## config.mk

```make
export PLATFORM = sky130hd
export DESIGN_NAME = manchester_framed_byte_transmitter_top
export DESIGN_NICKNAME = d
export VERILOG_FILES = /design/src/rtl/mfbt_pkg.sv /design/src/rtl/mfbt_front.sv /design/src/rtl/mfbt_queue.sv /design/src/rtl/mfbt_back.sv /design/src/rtl/manchester_framed_byte_transmitter_top.sv
export SDC_FILE = /design/constraint.sdc
export NUM_CORES = 1
export LEC_CHECK = 0
export BUFFER_PORTS_ARGS = -buffer_cell sky130_fd_sc_hd__buf_2
export CAP_MARGIN = 20
export CORE_ASPECT_RATIO = 1.1
export CORE_MARGIN = 1
export CORE_UTILIZATION = 55
export CTS_BUF_LIST = sky130_fd_sc_hd__clkbuf_8 sky130_fd_sc_hd__clkbuf_16
export CTS_CLUSTER_SIZE = 20
export DETAILED_ROUTE_END_ITERATION = 8
export PLACE_DENSITY = 0.73
export SETUP_SLACK_MARGIN = 0.1
export SLEW_MARGIN = 20
export SYNTH_ARGS = -nofsm -noshare
export SYNTH_HDL_FRONTEND = slang
export SYNTH_SLANG_ARGS = --single-unit
```

## constraint.sdc

```tcl
create_clock -name i_clk -period 4.4 [get_ports i_clk]
set_input_delay 0.44 -clock i_clk [delete_from_list [all_inputs] [get_ports i_clk]]
set_output_delay 0.44 -clock i_clk [all_outputs]
set_load 0.03 [all_outputs]
```

## src/rtl/mfbt_pkg.sv

```systemverilog
package mfbt_pkg;

    localparam logic [7:0] PRE_FIRST  = 8'hFF;
    localparam logic [7:0] PRE_SECOND = 8'hFE;
    localparam logic [7:0] ESC_BYTE   = 8'h7D;
    localparam logic [7:0] ESC_XOR    = 8'h20;
    localparam logic [7:0] CSUM_BASE  = 8'hFF;
    localparam logic [7:0] LEN_MIN    = 8'd1;
    localparam logic [7:0] LEN_MAX    = 8'd253;

    // Slot positions inside a job's word mask, in transmit order.
    localparam int SLOT_PRE0 = 0;
    localparam int SLOT_PRE1 = 1;
    localparam int SLOT_LEN  = 2;
    localparam int SLOT_DATA = 3;
    localparam int SLOT_ESC2 = 4;
    localparam int SLOT_CSUM = 5;
    localparam int NUM_SLOTS = 6;

    // One classified payload byte and everything it expands into.
    typedef struct packed {
        logic [NUM_SLOTS-1:0] mask;
        logic [7:0]           data;
        logic [7:0]           len;
        logic [7:0]           csum;
    } t_job;

    // Low half-bit carries the inverted data bit, high half-bit the bit itself.
    function automatic logic [15:0] manchester(input logic [7:0] b);
        logic [15:0] w;
        w = '0;
        for (int k = 0; k < 8; k++) begin
            w[2*k]   = ~b[k];
            w[2*k+1] = b[k];
        end
        return w;
    endfunction

endpackage

```

## src/rtl/mfbt_front.sv

```systemverilog
module mfbt_front (
    input  logic          i_clk,
    input  logic          i_rst_n,
    input  logic          i_accept,
    input  logic [7:0]    i_data_byte,
    input  logic          i_frame_start,
    input  logic [7:0]    i_frame_length,
    output logic          o_push,
    output mfbt_pkg::t_job o_job
);

    logic [7:0] r_rem;
    logic [7:0] r_sum;
    logic [7:0] n_rem;
    logic [7:0] n_sum;

    logic [7:0] len_c;
    logic [7:0] rem_base;
    logic [7:0] sum_base;
    logic [7:0] rem_left;
    logic [7:0] sum_new;
    logic       frame_open;
    logic       escape;
    logic       closing;

    always_comb begin
        priority if (i_frame_length < mfbt_pkg::LEN_MIN) begin
            len_c = mfbt_pkg::LEN_MIN;
        end else if (i_frame_length > mfbt_pkg::LEN_MAX) begin
            len_c = mfbt_pkg::LEN_MAX;
        end else begin
            len_c = i_frame_length;
        end
    end

    assign rem_base   = i_frame_start ? len_c : r_rem;
    assign sum_base   = i_frame_start ? 8'd0 : r_sum;
    assign frame_open = i_frame_start || (r_rem != 8'd0);
    assign rem_left   = rem_base - 8'd1;
    assign sum_new    = sum_base + i_data_byte;
    assign closing    = (rem_left == 8'd0);
    assign escape     = (i_data_byte == mfbt_pkg::PRE_SECOND) ||
                        (i_data_byte == mfbt_pkg::PRE_FIRST);

    assign o_push = i_accept && frame_open;

    always_comb begin
        o_job.mask                      = '0;
        o_job.mask[mfbt_pkg::SLOT_PRE0] = i_frame_start;
        o_job.mask[mfbt_pkg::SLOT_PRE1] = i_frame_start;
        o_job.mask[mfbt_pkg::SLOT_LEN]  = i_frame_start;
        o_job.mask[mfbt_pkg::SLOT_DATA] = 1'b1;
        o_job.mask[mfbt_pkg::SLOT_ESC2] = escape;
        o_job.mask[mfbt_pkg::SLOT_CSUM] = closing;
        o_job.data                      = i_data_byte;
        o_job.len                       = len_c;
        o_job.csum                      = mfbt_pkg::CSUM_BASE - sum_new;
    end

    always_comb begin
        n_rem = r_rem;
        n_sum = r_sum;
        if (o_push) begin
            n_rem = rem_left;
            n_sum = closing ? 8'd0 : sum_new;
        end
    end

    always_ff @(posedge i_clk) begin
        if (!i_rst_n) begin
            r_rem <= '0;
            r_sum <= '0;
        end else begin
            r_rem <= n_rem;
            r_sum <= n_sum;
        end
    end

endmodule

```

## src/rtl/mfbt_queue.sv

```systemverilog
module mfbt_queue (
    input  logic           i_clk,
    input  logic           i_rst_n,
    input  logic           i_push,
    input  mfbt_pkg::t_job i_job,
    input  logic           i_pop,
    output logic           o_full,
    output logic           o_empty,
    output mfbt_pkg::t_job o_job
);

    mfbt_pkg::t_job r_mem [2];
    logic           r_wr;
    logic           r_rd;
    logic [1:0]     r_count;
    logic           n_wr;
    logic           n_rd;
    logic [1:0]     n_count;
    logic           do_push;
    logic           do_pop;

    assign o_full  = (r_count == 2'd2);
    assign o_empty = (r_count == 2'd0);
    assign o_job   = r_mem[r_rd];
    assign do_push = i_push && !o_full;
    assign do_pop  = i_pop && !o_empty;

    always_comb begin
        n_wr    = do_push ? ~r_wr : r_wr;
        n_rd    = do_pop ? ~r_rd : r_rd;
        n_count = r_count;
        if (do_push && !do_pop) begin
            n_count = r_count + 2'd1;
        end else if (do_pop && !do_push) begin
            n_count = r_count - 2'd1;
        end
    end

    always_ff @(posedge i_clk) begin
        if (do_push) begin
            r_mem[r_wr] <= i_job;
        end
    end

    always_ff @(posedge i_clk) begin
        if (!i_rst_n) begin
            r_wr    <= 1'b0;
            r_rd    <= 1'b0;
            r_count <= '0;
        end else begin
            r_wr    <= n_wr;
            r_rd    <= n_rd;
            r_count <= n_count;
        end
    end

endmodule

```

## src/rtl/mfbt_back.sv

```systemverilog
module mfbt_back (
    input  logic           i_clk,
    input  logic           i_rst_n,
    input  logic           i_empty,
    input  mfbt_pkg::t_job i_job,
    output logic           o_pop,
    input  logic           i_out_ready,
    output logic           o_out_valid,
    output logic [15:0]    o_code_word,
    output logic [7:0]     o_raw_byte,
    output logic           o_frame_end,
    output logic           o_last
);

    logic [mfbt_pkg::NUM_SLOTS-1:0] r_todo;
    logic [mfbt_pkg::NUM_SLOTS-1:0] n_todo;
    mfbt_pkg::t_job                 r_job;
    logic                           r_valid;
    logic [15:0]                    r_code;
    logic [7:0]                     r_raw;
    logic                           r_end;
    logic                           r_last;

    logic                           advance;
    logic                           busy;
    mfbt_pkg::t_job                 cur_job;
    logic [mfbt_pkg::NUM_SLOTS-1:0] cur_mask;
    logic [mfbt_pkg::NUM_SLOTS-1:0] pick;
    logic [mfbt_pkg::NUM_SLOTS-1:0] rest;
    logic                           have_word;
    logic [7:0]                     word;

    assign advance   = !r_valid || i_out_ready;
    assign busy      = (r_todo != '0);
    assign cur_job   = busy ? r_job : i_job;
    assign cur_mask  = busy ? r_todo : i_job.mask;
    assign have_word = busy || !i_empty;
    assign o_pop     = advance && !busy && !i_empty;

    // Lowest pending slot goes out first.
    assign pick = cur_mask & (-cur_mask);
    assign rest = cur_mask & ~pick;

    always_comb begin
        priority if (pick[mfbt_pkg::SLOT_PRE0]) begin
            word = mfbt_pkg::PRE_FIRST;
        end else if (pick[mfbt_pkg::SLOT_PRE1]) begin
            word = mfbt_pkg::PRE_SECOND;
        end else if (pick[mfbt_pkg::SLOT_LEN]) begin
            word = cur_job.len;
        end else if (pick[mfbt_pkg::SLOT_DATA]) begin
            word = cur_job.mask[mfbt_pkg::SLOT_ESC2] ? mfbt_pkg::ESC_BYTE : cur_job.data;
        end else if (pick[mfbt_pkg::SLOT_ESC2]) begin
            word = cur_job.data ^ mfbt_pkg::ESC_XOR;
        end else begin
            word = cur_job.csum;
        end
    end

    always_comb begin
        n_todo = r_todo;
        if (advance && have_word) begin
            n_todo = rest;
        end
    end

    always_ff @(posedge i_clk) begin
        if (o_pop) begin
            r_job <= i_job;
        end
        if (advance && have_word) begin
            r_code <= mfbt_pkg::manchester(word);
            r_raw  <= word;
            r_end  <= pick[mfbt_pkg::SLOT_CSUM];
            r_last <= (rest == '0);
        end
    end

    always_ff @(posedge i_clk) begin
        if (!i_rst_n) begin
            r_todo  <= '0;
            r_valid <= 1'b0;
        end else begin
            r_todo <= n_todo;
            if (advance) begin
                r_valid <= have_word;
            end
        end
    end

    assign o_out_valid = r_valid;
    assign o_code_word = r_code;
    assign o_raw_byte  = r_raw;
    assign o_frame_end = r_end;
    assign o_last      = r_last;

endmodule

```

## src/rtl/manchester_framed_byte_transmitter_top.sv

```systemverilog
// Framed Manchester byte transmitter.
// The slave channel takes one payload byte per request. The first byte of a
// frame has tuser set and carries the frame length, which is clamped to 1..253.
// The master channel returns one Manchester code word per request together with
// the framed byte it encodes. A frame goes out as 0xFF, 0xFE, the length, the
// payload with 0xFE and 0xFF escaped as 0x7D and the byte XOR 0x20, and then
// the checksum, 0xFF minus the 8-bit payload sum, which is flagged in tuser.
// tlast marks the final word that belongs to one input request.
// Bytes that arrive while no frame is open are accepted and dropped.
// With the queue and the output idle, a byte's first word goes through the
// queue and the output register before it is valid on the master channel.
// With the receiver ready, the back end sends one word per cycle: a plain byte
// is one word, an escaped byte two; a frame opening adds three, a closing one.
// The front end classifies a byte in the cycle it arrives and places it in a
// two-entry queue, so input is taken while words still wait on the output.
// When the receiver stalls, the output register holds its word, the queue
// fills, and then tready drops. Reset empties the queue and output register
// and closes any open frame.
module manchester_framed_byte_transmitter_top (
    input  logic        i_clk,
    input  logic        i_rst_n,
    input  logic        i_s_tvalid,
    output logic        o_s_tready,
    input  logic [15:0] i_s_tdata,   // [7:0] data_byte, [15:8] frame_length
    input  logic        i_s_tuser,   // [0] frame_start
    output logic        o_m_tvalid,
    input  logic        i_m_tready,
    output logic [23:0] o_m_tdata,   // [15:0] code_word, [23:16] raw_byte
    output logic        o_m_tuser,   // [0] frame_end
    output logic        o_m_tlast
);

    logic           accept;
    logic           push;
    logic           pop;
    logic           full;
    logic           empty;
    mfbt_pkg::t_job job_in;
    mfbt_pkg::t_job job_out;
    logic [15:0]    code_word;
    logic [7:0]     raw_byte;

    assign o_s_tready = !full;
    assign accept     = i_s_tvalid && o_s_tready;

    mfbt_front u_front (
        .i_clk          (i_clk),
        .i_rst_n        (i_rst_n),
        .i_accept       (accept),
        .i_data_byte    (i_s_tdata[7:0]),
        .i_frame_start  (i_s_tuser),
        .i_frame_length (i_s_tdata[15:8]),
        .o_push         (push),
        .o_job          (job_in)
    );

    mfbt_queue u_queue (
        .i_clk   (i_clk),
        .i_rst_n (i_rst_n),
        .i_push  (push),
        .i_job   (job_in),
        .i_pop   (pop),
        .o_full  (full),
        .o_empty (empty),
        .o_job   (job_out)
    );

    mfbt_back u_back (
        .i_clk       (i_clk),
        .i_rst_n     (i_rst_n),
        .i_empty     (empty),
        .i_job       (job_out),
        .o_pop       (pop),
        .i_out_ready (i_m_tready),
        .o_out_valid (o_m_tvalid),
        .o_code_word (code_word),
        .o_raw_byte  (raw_byte),
        .o_frame_end (o_m_tuser),
        .o_last      (o_m_tlast)
    );

    assign o_m_tdata = {raw_byte, code_word};

endmodule

```

# Yosys cells after proc, flatten, opt, wreduce, memory -nomap -nowiden
# Memory sizes are Yosys's and may differ from the RTL's. A register that Yosys moved wholly into a read port is not among the register bits.
# Cells that the tools add are included.
# W data, S select, Z words.
[totals]
register_bits = 82
ram_bits = 58
inputBits = 21
output_inout_bits = 28
wordCells = 85
n_memories = 1
[mem_list]
columns = ["name", "depth", "width", "rd", "rd_clocked_by_memory_dff", "wr", "line", "rtl"]
rows = [
  ["u_queue.r_mem", 2, 29, 1, 1, 1, "mfbt_queue.sv:12", "mfbt_pkg::t_job r_mem [2];"],
]
[classes]
addsub = 6
magnitude_cmp = 2
n_eq_ne = 3
muxes = 19
bitwise_logic = 14
n_reduce_logical = 25
[op_table]
columns = ["op", "count"]
rows = [
  ["$mux W8", 11],
  ["$mux W29", 1],
  ["$eq A8 B8 Y1 const B", 2],
  ["$and A6 B6 Y6", 2],
  ["$not A1 Y1", 11],
  ["$logic_and A1 B1 Y1", 9],
  ["$add A8 B8 Y8", 1],
  ["$gt A8 B8 Y1 const B", 1],
  ["$logic_not A8 Y1", 1],
  ["$lt A8 B1 Y1 const B", 1],
  ["$reduce_bool A8 Y1", 1],
  ["$sub A8 B1 Y8 const B", 1],
  ["$sub A8 B8 Y8 const A", 1],
  ["$logic_not A1 Y1", 6],
  ["$logic_not A6 Y1", 1],
  ["$mux W6", 1],
  ["$neg A6 Y6", 1],
  ["$not A6 Y6", 1],
  ["$reduce_bool A6 Y1", 1],
  ["$logic_or A1 B1 Y1", 4],
  ["$mux W1", 4],
  ["$mux W2", 2],
  ["$add A2 B1 Y2 const B", 1],
  ["$eq A2 B2 Y1 const B", 1],
  ["other kinds (3)", 3],
]

# Depth between registers and ports, before layout
# Gate-level depths: netlist of run 1.
[logic_depth]
depth_word = 10
mapped_depth = 11
mapped_depth_nobuf = 10

# Cells and area by module
# A second synthesis of run 1 with hierarchy kept.
[hier_totals]
cells_unflattened = 518
area_unflattened_um2 = 6397.4
[by_module_without_submodules]
columns = ["module", "n_inst", "cells_per_inst", "area_each_um2", "seq_area_each_um2"]
rows = [
  ["mfbt_back", 1, 201, 2421.1, 1411.4],
  ["mfbt_queue", 1, 118, 2388.5, 1901.8],
  ["mfbt_front", 1, 197, 1577.8, 320.3],
  ["manchester_framed_byte_transmitter_top", 1, 2, 10.0, 0.0],
]

# Worst setup path after synthesis of run 1
# Ideal clock, no wire load.
[synth_timing]
path_kind = "reg2reg"
start = "register u_back.r_todo[3] (netlist name)"
end = "register u_queue.r_count[1]"
setup_time_ns = 0.070
arrival_time_ns = 3.115
required_time_ns = 4.330
slack_ns = 1.214
path_stages_with_launch = 11
n_path_buf = 3
synth_period_minus_slack_ns = 3.186
path_cell_list = "dfxtp_1 buf_6 or4_1 buf_2 or2_2 buf_2 nor3_4 inv_1 ha_1 or3_1 a21oi_1"
[synth_via]
elab_chain_cells = 8
elab_cells_between_ends = 10
classes_between = "mux (1); reduce/logical (9)"
[synth_rtl]
columns = ["element", "line", "rtl"]
rows = [
  ["start: declaration", "mfbt_back.sv:15", "logic [mfbt_pkg::NUM_SLOTS-1:0] r_todo;"],
  ["start signal: assignment", "mfbt_back.sv:84", "r_todo <= n_todo;"],
  ["$reduce_bool A6 Y1 *", "mfbt_back.sv:34", "assign busy = (r_todo != '0);"],
  ["$logic_not A1 Y1 *", "mfbt_back.sv:38", "assign o_pop = advance && !busy && !i_empty;"],
  ["$logic_and A1 B1 Y1 * (2 in a row)", "mfbt_back.sv:38", ""],
  ["net pop", "manchester_framed_byte_transmitter_top.sv:35", "logic pop;"],
  ["$logic_and A1 B1 Y1 *", "mfbt_queue.sv:26", "assign do_pop = i_pop && !o_empty;"],
  ["$logic_not A1 Y1", "mfbt_queue.sv:32", "if (do_push && !do_pop) begin"],
  ["$logic_and A1 B1 Y1", "mfbt_queue.sv:32", ""],
  ["$mux W2 / $reduce_bool A2 Y1 (equally long branches)", "--", ""],
  ["end signal: assignment", "mfbt_queue.sv:53", "r_count <= n_count;"],
  ["end: declaration", "mfbt_queue.sv:15", "logic [1:0] r_count;"],
]
# The timed path passes the listed nets; every way through them passes the cells marked *.
# A chain may end at the register's enable or synchronous reset.

# Worst setup path in the final report of run 1
[layout_timing]
start = "register u_back.r_todo[2] (netlist name)"
end = "register u_back.r_raw[7] (netlist: u_back.o_raw_byte[7]) (data pin)"
[layout_via]
elab_chain_cells = 9
elab_cells_between_ends = 11
classes_between = "add/sub (1); mux (8); bitwise (1); reduce/logical (1)"
[layout_rtl]
columns = ["element", "line", "rtl"]
rows = [
  ["$reduce_bool A6 Y1", "mfbt_back.sv:34", ""],
  ["$mux W6", "mfbt_back.sv:36", "assign cur_mask = busy ? r_todo : i_job.mask;"],
  ["$neg A6 Y6", "mfbt_back.sv:41", "assign pick = cur_mask & (-cur_mask);"],
  ["$and A6 B6 Y6", "mfbt_back.sv:41", ""],
  ["$mux W8", "mfbt_back.sv:53", "end else if (pick[mfbt_pkg::SLOT_ESC2]) begin"],
  ["$mux W8", "mfbt_back.sv:51", "end else if (pick[mfbt_pkg::SLOT_DATA]) begin"],
  ["$mux W8", "mfbt_back.sv:49", "end else if (pick[mfbt_pkg::SLOT_LEN]) begin"],
  ["$mux W8", "mfbt_back.sv:47", "end else if (pick[mfbt_pkg::SLOT_PRE1]) begin"],
  ["$mux W8 *", "mfbt_back.sv:45", "priority if (pick[mfbt_pkg::SLOT_PRE0]) begin"],
  ["net u_back.word[7]", "mfbt_back.sv:31", "logic [7:0] word;"],
  ["end signal: assignment", "mfbt_back.sv:73", "r_raw <= word;"],
  ["end: declaration", "mfbt_back.sv:20", "logic [7:0] r_raw;"],
]
# Marks and branches as above.

==> summary.md, run 1 <==
| Metric | Value |
|---|---|
| Clock root buffer | `clkbuf_8` |
| Worst setup EP type | `register` |
| Syn_area_per_cell | `about 12 um^2` |
| H-Tree Depth | `4` |
| CP Launch Point | `u_back.r_todo[2]` |
| First-pass GRT wire length | `18600 um` |
| Fin Setup TNS | `0 ns` |
| R2r setup slk | `1.44 ns` |
| Routed wire length | `11400 um` |
| Dominant cell type by area after synthesis | `edfxtp_1` |
| Crit start category | `register` |
| Yosys cell types | `63` |
| Area delta synth->final | `15.5%` |
| Number of routed nets with antenna violations | `0` |
| Largest net degree at the start of global routing | `35` |
| Register bit total from synthesis | `about 120` |
| # IOs | `49` |
| R2R Path End | `u_back.o_raw_byte[7]` |
| Critical path required time | `4.64 ns` |
| Register area share after synthesis | `60.0%` |
| Status | `completed` |
| Critical Path End | `u_back.o_raw_byte[7]` |
| CP max FO | `17` |
| Dpl hpwl | `7850 um` |
| Clock skew | `about 0.0057 ns` |
| Synthesized area | `5750 um^2` |
| CTS Buffer Depth | `2` |
| DR vias | `between 3000 and 4000` |
| Final Critical Period | `2.96 ns` |
| N_diodes | `0` |
| WS Path Type | `reg -> reg` |
| Period utilisation layout | `67.2%` |
| Hold Path Class | `in -> reg` |
| PwrDens | `between 800 and 900 nW/um^2` |
| DRC errors left | `0` |
| Final hold violations | `0` |
| Max Clock Freq | `0.338 GHz` |
| Main synth FF type | `edfxtp_1` |
| Slew headroom | `44.3%` |
| Clk slew on worst S/H paths | `about 0.060 ns` |
| CTS tree | `done` |
| Initial antenna violation count | `0` |
| Starting Density | `57.3%` |
| Wire per inst | `17.2 um` |
| EDFF count, synth | `97` |
| Setup violations, final | `0` |
| Final non-filler cell area | `6640 um^2` |
| Max_cap viols | `0` |
| Worst-Skew Late Latency | `0.52 ns` |
| GP Congestion | `0.909` |
| Die extent in x | `99.5 um` |
| Proportion of layout cells with a drive suffix above 1 | `a little under a quarter` |
| Gr usage total | `23.1%` |
| CTS Buf Count | `17` |
| Final slew viol count | `0` |
| Slew at the pin closest to its max-slew limit | `0.834 ns` |
| Most frequent cells in the layout | `edfxtp_1 (97), buf_2 (48), nor2_1 (33)` |
| Die ar. | `10900 um^2` |
| Die Y | `approximately 110 um` |
| GRT overflow | `0` |
| Num rows | `38` |
| Commonest non-fill, non-tap cell in the layout | `edfxtp_1` |
| Post-CTS Setup Repair Bufs | `0` |
| Mapped Nets | `500` |
| Top post-synthesis cells by area | `edfxtp_1 (51%), dfxtp_1 (9.4%), mux2_2 (5.3%), nor2_1 (2.2%), a21oi_1 (2.2%)` |
| Final nets | `between 500 and 600` |
| Area after DPL | `around 6000 um^2` |
| RSZ-0062 raised after global routing | `false` |
| Vias in the first global route | `3738` |
| Core ar. | `between 10000 and 15000 um^2` |
| Gate count after technology mapping | `between 400 and 500` |
| CTS resizes | `0` |
| R2R cell count | `6` |
| DRT iter0 DRCs | `223` |
| Fraction of registers with async set/reset | `0%` |
| Ys Warns | `0` |
| Pre-antenna DRT Iters | `4` |
| VDD IR max | `313 uV` |
| Top-area cell type share of the netlist area | `50.6%` |
| Number of port buffers | `48` |
| Number of vias per cell | `5.70` |
| Clock Sink Count | `124` |
| LEAKAGE | `2.50 nW` |
| Arr. time, crit path | `3.20 ns` |
| Worst r2r src | `u_back.r_todo[2]` |
| Hold-fix buffers, CTS | `0` |
[kinds of logic (layout without fill, tap and decap cells)]
| kind of cell | count (synthesis) | after routing | synth area share (%) |
|---|---|---|---|
| buf+inv | 55 | 108 | 4.35 |
| simple gates | 124 | 124 | 11.0 |
| flops | 124 | 124 | 60.0 |
| xor+xnor | 11 | 11 | 1.67 |
| compound gates | 106 | 106 | 13.4 |
| fa+ha+maj | 12 | 12 | 2.70 |
| mux | 36 | 36 | 6.85 |
[worst min path at each step]
stage,startpoint,to,slack [ns],depth (start not counted)
floorplan,u_front.r_sum[2],u_front.r_sum[2],0.43,2
global placement,u_front.r_sum[5],u_front.r_sum[5],0.44,2
detailed placement,u_front.r_sum[2],u_front.r_sum[2],0.44,2
CTS,i_s_tdata[0],u_queue.r_mem[1][16],0.12,1
global route,i_s_tdata[0],u_queue.r_mem[0][16],0.14,1
finish,i_s_tdata[0],u_queue.r_mem[1][16],0.15,1
[per-stage QoR]
step                      power (mW)  instances  utilization, %  setup slack (ns)  hold slack [ns]
after floorplan                 3.60        468               -              1.21            0.432
after global placement          4.03        629            60.3              1.32            0.439
after detailed placement        4.09        629            60.3              1.21            0.442
after CTS                       5.48        661            66.2              1.44            0.119
after global routing            5.75        661            66.2              1.30            0.136
final                           5.45        661            66.2              1.44            0.150
[area by class of cell]
type | count | area (um^2)
Clock buffer | 21 | 469
Clock inverter | 11 | 125
Fill cell | 740 | 3390
Inverter | 22 | 82.6
Multi-Input combinational cell | 289 | 2050
Sequential cell | 124 | 3450
Tap cell | 140 | 175
Timing Repair Buffer | 54 | 285
[critical path, cell delays in order (launching register included)]
cell and delay (ns):
dfxtp_1 0.46, or4_1 0.71, nor2_1 0.45, buf_4 0.25, mux2_2 0.36, a221oi_2 0.32, o211ai_1 0.13
[cells in the mapped netlist, types with 2 or more instances]
cell / n
a21oi_1: 25
or3_1: 2
and3_1: 4
ha_1: 10
o211ai_1: 6
o22ai_1: 4
or4_1: 4
o311a_1: 2
mux2_2: 27
nor3_1: 6
nor3b_1: 3
a221oi_2: 2
a31oi_1: 8
edfxtp_1: 97
mux2i_1: 9
nor4_1: 4
a21o_1: 3
a211oi_1: 6
a311oi_1: 2
xnor2_1: 7
or2_2: 4
buf_4: 8
nand2_1: 27
xor2_1: 4
buf_2: 5
o31ai_1: 5
o22a_1: 5
clkbuf_1: 16
nand3_1: 6
o311ai_0: 3
nand4_1: 4
o21ai_0: 15
dfxtp_1: 27
o211a_1: 3
nor2b_1: 13
o31a_1: 2
buf_1: 3
o21a_1: 2
and2_1: 4
nand2b_1: 5
nor2_1: 34
inv_1: 21
[power breakdown]
| group | internal, mW | total, mW | switching, mW |
|---|---|---|---|
| registers | 1.84 | 2.03 | 0.194 |
| clock network | 0.910 | 1.37 | 0.462 |
| logic | 0.758 | 2.04 | 1.28 |
| total | 3.50 | 5.45 | 1.94 |
[registers in the layout, indices dropped and copies added, names as in the netlist, named ones only]
register and cells:
u_back.r_job 25, u_back.o_out_valid 1, u_back.o_code_word 8, u_queue.r_mem 54, u_queue.r_rd 1, u_back.o_frame_end 1
u_front.r_rem 8, u_back.o_last 1, u_queue.r_count 2, u_back.o_raw_byte 8, u_back.r_todo 5, u_queue.r_wr 1
u_front.r_sum 8
[per-layer routing]
| metal | GRT usage [%] | wire length, um | vias to the layer above |
|---|---|---|---|
| met5 | 0 | 0 | - |
| met4 | 11.6 | 295 | 0 |
| met3 | 5.64 | 393 | 23 |
| met1 | 28.1 | 4970 | 1817 |
| li1 | - | - | 1832 |
| met2 | 38.5 | 5730 | 95 |
Power figures use the tool's default switching activity.
==> run 2: changes to the inputs <==
--- a/config.mk
+++ b/config.mk
@@ -5,15 +5,16 @@
 export SDC_FILE = /design/constraint.sdc
 export NUM_CORES = 1
 export LEC_CHECK = 0
+export ABC_AREA = 1
 export BUFFER_PORTS_ARGS = -buffer_cell sky130_fd_sc_hd__buf_2
 export CAP_MARGIN = 20
 export CORE_ASPECT_RATIO = 1.1
 export CORE_MARGIN = 1
-export CORE_UTILIZATION = 55
+export CORE_UTILIZATION = 54
 export CTS_BUF_LIST = sky130_fd_sc_hd__clkbuf_8 sky130_fd_sc_hd__clkbuf_16
 export CTS_CLUSTER_SIZE = 20
 export DETAILED_ROUTE_END_ITERATION = 8
-export PLACE_DENSITY = 0.73
+export PLACE_DENSITY = 0.75
 export SETUP_SLACK_MARGIN = 0.1
 export SLEW_MARGIN = 20
 export SYNTH_ARGS = -nofsm -noshare
==> constraint.sdc (replaced) <==
create_clock -name i_clk -period 2.7 [get_ports i_clk]
set_input_delay 0.27 -clock i_clk [delete_from_list [all_inputs] [get_ports i_clk]]
set_output_delay 0.27 -clock i_clk [all_outputs]
set_load 0.03 [all_outputs]
==> run 2 against run 1 <==
Net effect:
- clock power increased by 55%
- sequential power increased by 50%
- total power increased by 59%
- largest power group unchanged
- highest routed layer unchanged
==> summary.md, run 2 <==
| Metric | Value |
|---|---|
| Core ar. | `10900 um^2` |
| Number of port buffers | `48` |
| Clk slew on worst S/H paths | `~0.05 ns` |
| GRT overflow | `0` |
| WS Path Type | `reg -> reg` |
| Hold Path Class | `in -> reg` |
| Biggest register | `u_queue.r_mem` |
| Gate count after technology mapping | `616` |
| Post-Place Cells | `791` |
| Slew headroom | `59.2%` |
| Worst-Skew Late Latency | `between 0.4 and 0.5 ns` |
| Comb power frac | `between 40% and 50%` |
| Clock power frac | `24.6%` |
| Proportion of layout cells with a drive suffix above 1 | `24.1%` |
| Commonest non-fill, non-tap cell in the layout | `nand2_1` |
| Synthesized area | `approximately 6000 um^2` |
| Non-Filler Instances | `between 800 and 900` |
| Syn_area_per_cell | `just under 10 um^2` |
| Top-area cell type share of the netlist area | `around half` |
| FILL cells | `878` |
| Max_cap viols | `0` |
| Seq pwr share | `about a third` |
| Crit path top cell by count | `nand2_1` |
| Hold-fix buffers, CTS | `0` |
| DRC errors left | `0` |
| Clock root buffer | `clkbuf_16` |
| Ys Warns | `0` |
| Final slew viol count | `0` |
| Most instantiated library cell after synthesis | `nand2_1` |
| Routed wire length | `11300 um` |
| # IOs | `49` |
| DR vias | `4164` |
| Worst setup EP type | `register` |
| Critical path's largest stage delay | `0.35 ns` |
| Die extent in x | `between 100 and 150 um` |
| Dominant cell type by area after synthesis | `edfxtp_1` |
| RSZ-0062 raised after global routing | `false` |
| PwrDens | `1260 nW/um^2` |
| Dpl hpwl | `8160 um` |
| Final nets | `695` |
| DRT iter0 DRCs | `173` |
| Crit path buffers/inverters | `2` |
| Register area share after synthesis | `57.5%` |
| Max Clock Freq | `0.456 GHz` |
| Post-CTS Setup Repair Bufs | `0` |
| CTS Buf Count | `17` |
| EDFF count, synth | `97` |
| Register bit total from synthesis | `124` |
| Final hold violations | `0` |
| Max reg flops | `54` |
| N_diodes | `0` |
| CTS resizes | `0` |
| LEAKAGE | `2.93 nW` |
| H-Tree Depth | `4` |
| Clock Sink Count | `124` |
| Critical path required time | `2.85 ns` |
| Main synth FF type | `edfxtp_1` |
| Setup violations, final | `0` |
| VDD IR max | `643 uV` |
| Period utilisation layout | `81.2%` |
| Gr usage total | `21.9%` |
| R2r setup slk | `0.51 ns` |
| Sw Ratio | `40.0%` |
| Arr. time, crit path | `~2.4 ns` |
| Most frequent cells in the layout | `nand2_1 (151), edfxtp_1 (97), inv_1 (72), buf_2 (48), o21ai_0 (35)` |
| Top post-synthesis cells by count | `nand2_1 (151), edfxtp_1 (97), inv_1 (71), o21ai_0 (35), nand3_1 (31)` |
| CTS Buffer Depth | `2` |
| First-pass GRT wire length | `19000 um` |
| Die Y | `113 um` |
| Top Registers | `u_queue.r_mem (54), u_back.r_job (25)` |
| Status | `completed` |
| CP max FO | `32` |
| Area delta synth->final | `14.7%` |
| Starting Density | `55.3%` |
| Slew at the pin closest to its max-slew limit | `approximately 0.61 ns` |
| Worst setup margin | `0.508 ns` |
| Initial antenna violation count | `0` |
| Cell internal pwr | `between 5 and 6 mW` |
| Crit start category | `register` |
| Number of vias per cell | `~5.1` |
| Top post-synthesis cells by area | `edfxtp_1 (49%), nand2_1 (9.4%), dfxtp_1 (9.0%), inv_1 (4.4%), o21ai_0 (2.9%)` |
| Clock skew | `0.0105 ns` |
| GP Congestion | `0.891` |
| Mapped Nets | `around 650` |
| Net Switching | `3.46 mW` |
| Largest net degree at the start of global routing | `33` |
| Worst slack, placed | `around 0.25 ns` |
| CP max stage cell | `dfxtp_1` |
| Vias in the first global route | `slightly above 4000` |
| Yosys cell types | `40` |
| Num rows | `40` |
| CTS tree | `done` |
| Worst path cell trace | `nor3_2 -> nand2_4 -> inv_4 -> nand2_1 -> o21ai_2 -> inv_1 -> a21oi_1 -> o22ai_1 -> nand2_1 -> nand2_1` |
| Fraction of registers with async set/reset | `0%` |
| Number of routed nets with antenna violations | `0` |
| Crit path max-delay family | `simple AND/OR/NAND/NOR gates` |
| Pre-antenna DRT Iters | `5` |
| Wire per inst | `13.8 um` |
| Final Critical Period | `about 2.2 ns` |
| Die ar. | `11500 um^2` |
## run 2: worst register-to-register path, cell delays in order, from the launching register on
cell and delay (ns):
dfxtp_1 0.35, nor3_2 0.27, nand2_4 0.15, inv_4 0.29, nand2_1 0.12, o21ai_2 0.10
inv_1 0.10, a21oi_1 0.28, o22ai_1 0.12, nand2_1 0.07, nand2_1 0.07
## run 2: cells by family after synthesis
logic type / synth area share (%)
adders and majority gates: 2.42
AOI/OAI and AO/OA: 10.5
xor gates and xnor gates: 1.02
and+or+nand+nor: 19.9
buffers and inverters: 8.59
DFF: 57.5
## run 2: area by class of cell
type | instances | area, um^2 | share of cell area (%)
Clock inverter | 13 | 119 | 1.73
Timing Repair Buffer | 59 | 323 | 4.69
Tap cell | 147 | 184 | 2.67
Inverter | 80 | 305 | 4.43
Clock buffer | 19 | 453 | 6.57
Multi-Input combinational cell | 381 | 2050 | 29.8
Sequential cell | 124 | 3450 | 50.1
## run 2: final timing paths
kind                          from                     to  cells after the start
setup reg to reg  u_back.r_todo[2]  u_back.o_code_word[6]                     10
hold / removal       i_s_tdata[13]   u_queue.r_mem[0][13]                      1
hold reg to reg       u_queue.r_rd           u_queue.r_rd                      1
setup / recovery  u_back.r_todo[2]  u_back.o_code_word[6]                     10
## run 2: per-stage QoR
step	util [%]	power [mW]	cell area, um^2	TNS, ns	hold WS, ns
floorplan	-	5.84	6010	-0.0615	0.369
global placement	58.2	6.45	6320	0	0.441
global route	63.4	9.25	6890	0	0.0712
detailed placement	58.2	6.56	6320	0	0.453
finish	63.4	8.66	6890	0	0.0806
CTS	63.4	8.70	6890	0	0.0746
## run 2: power groups by stage
stage                     clock, mW  combinational (mW)  sequential, mW
after global placement            0                3.40            3.05
after detailed placement          0                3.48            3.07
after floorplan                   0                2.49            3.35
after global routing           2.23                3.92            3.09
after CTS                      2.15                3.52            3.04
final                          2.13                3.49            3.04
## run 2: per-layer routing
layer  global-route usage [%]  wire (um)
met5                        0          0
met3                     5.42        460
met4                     10.7        344
met1                     25.7       4810
met2                     37.0       5710
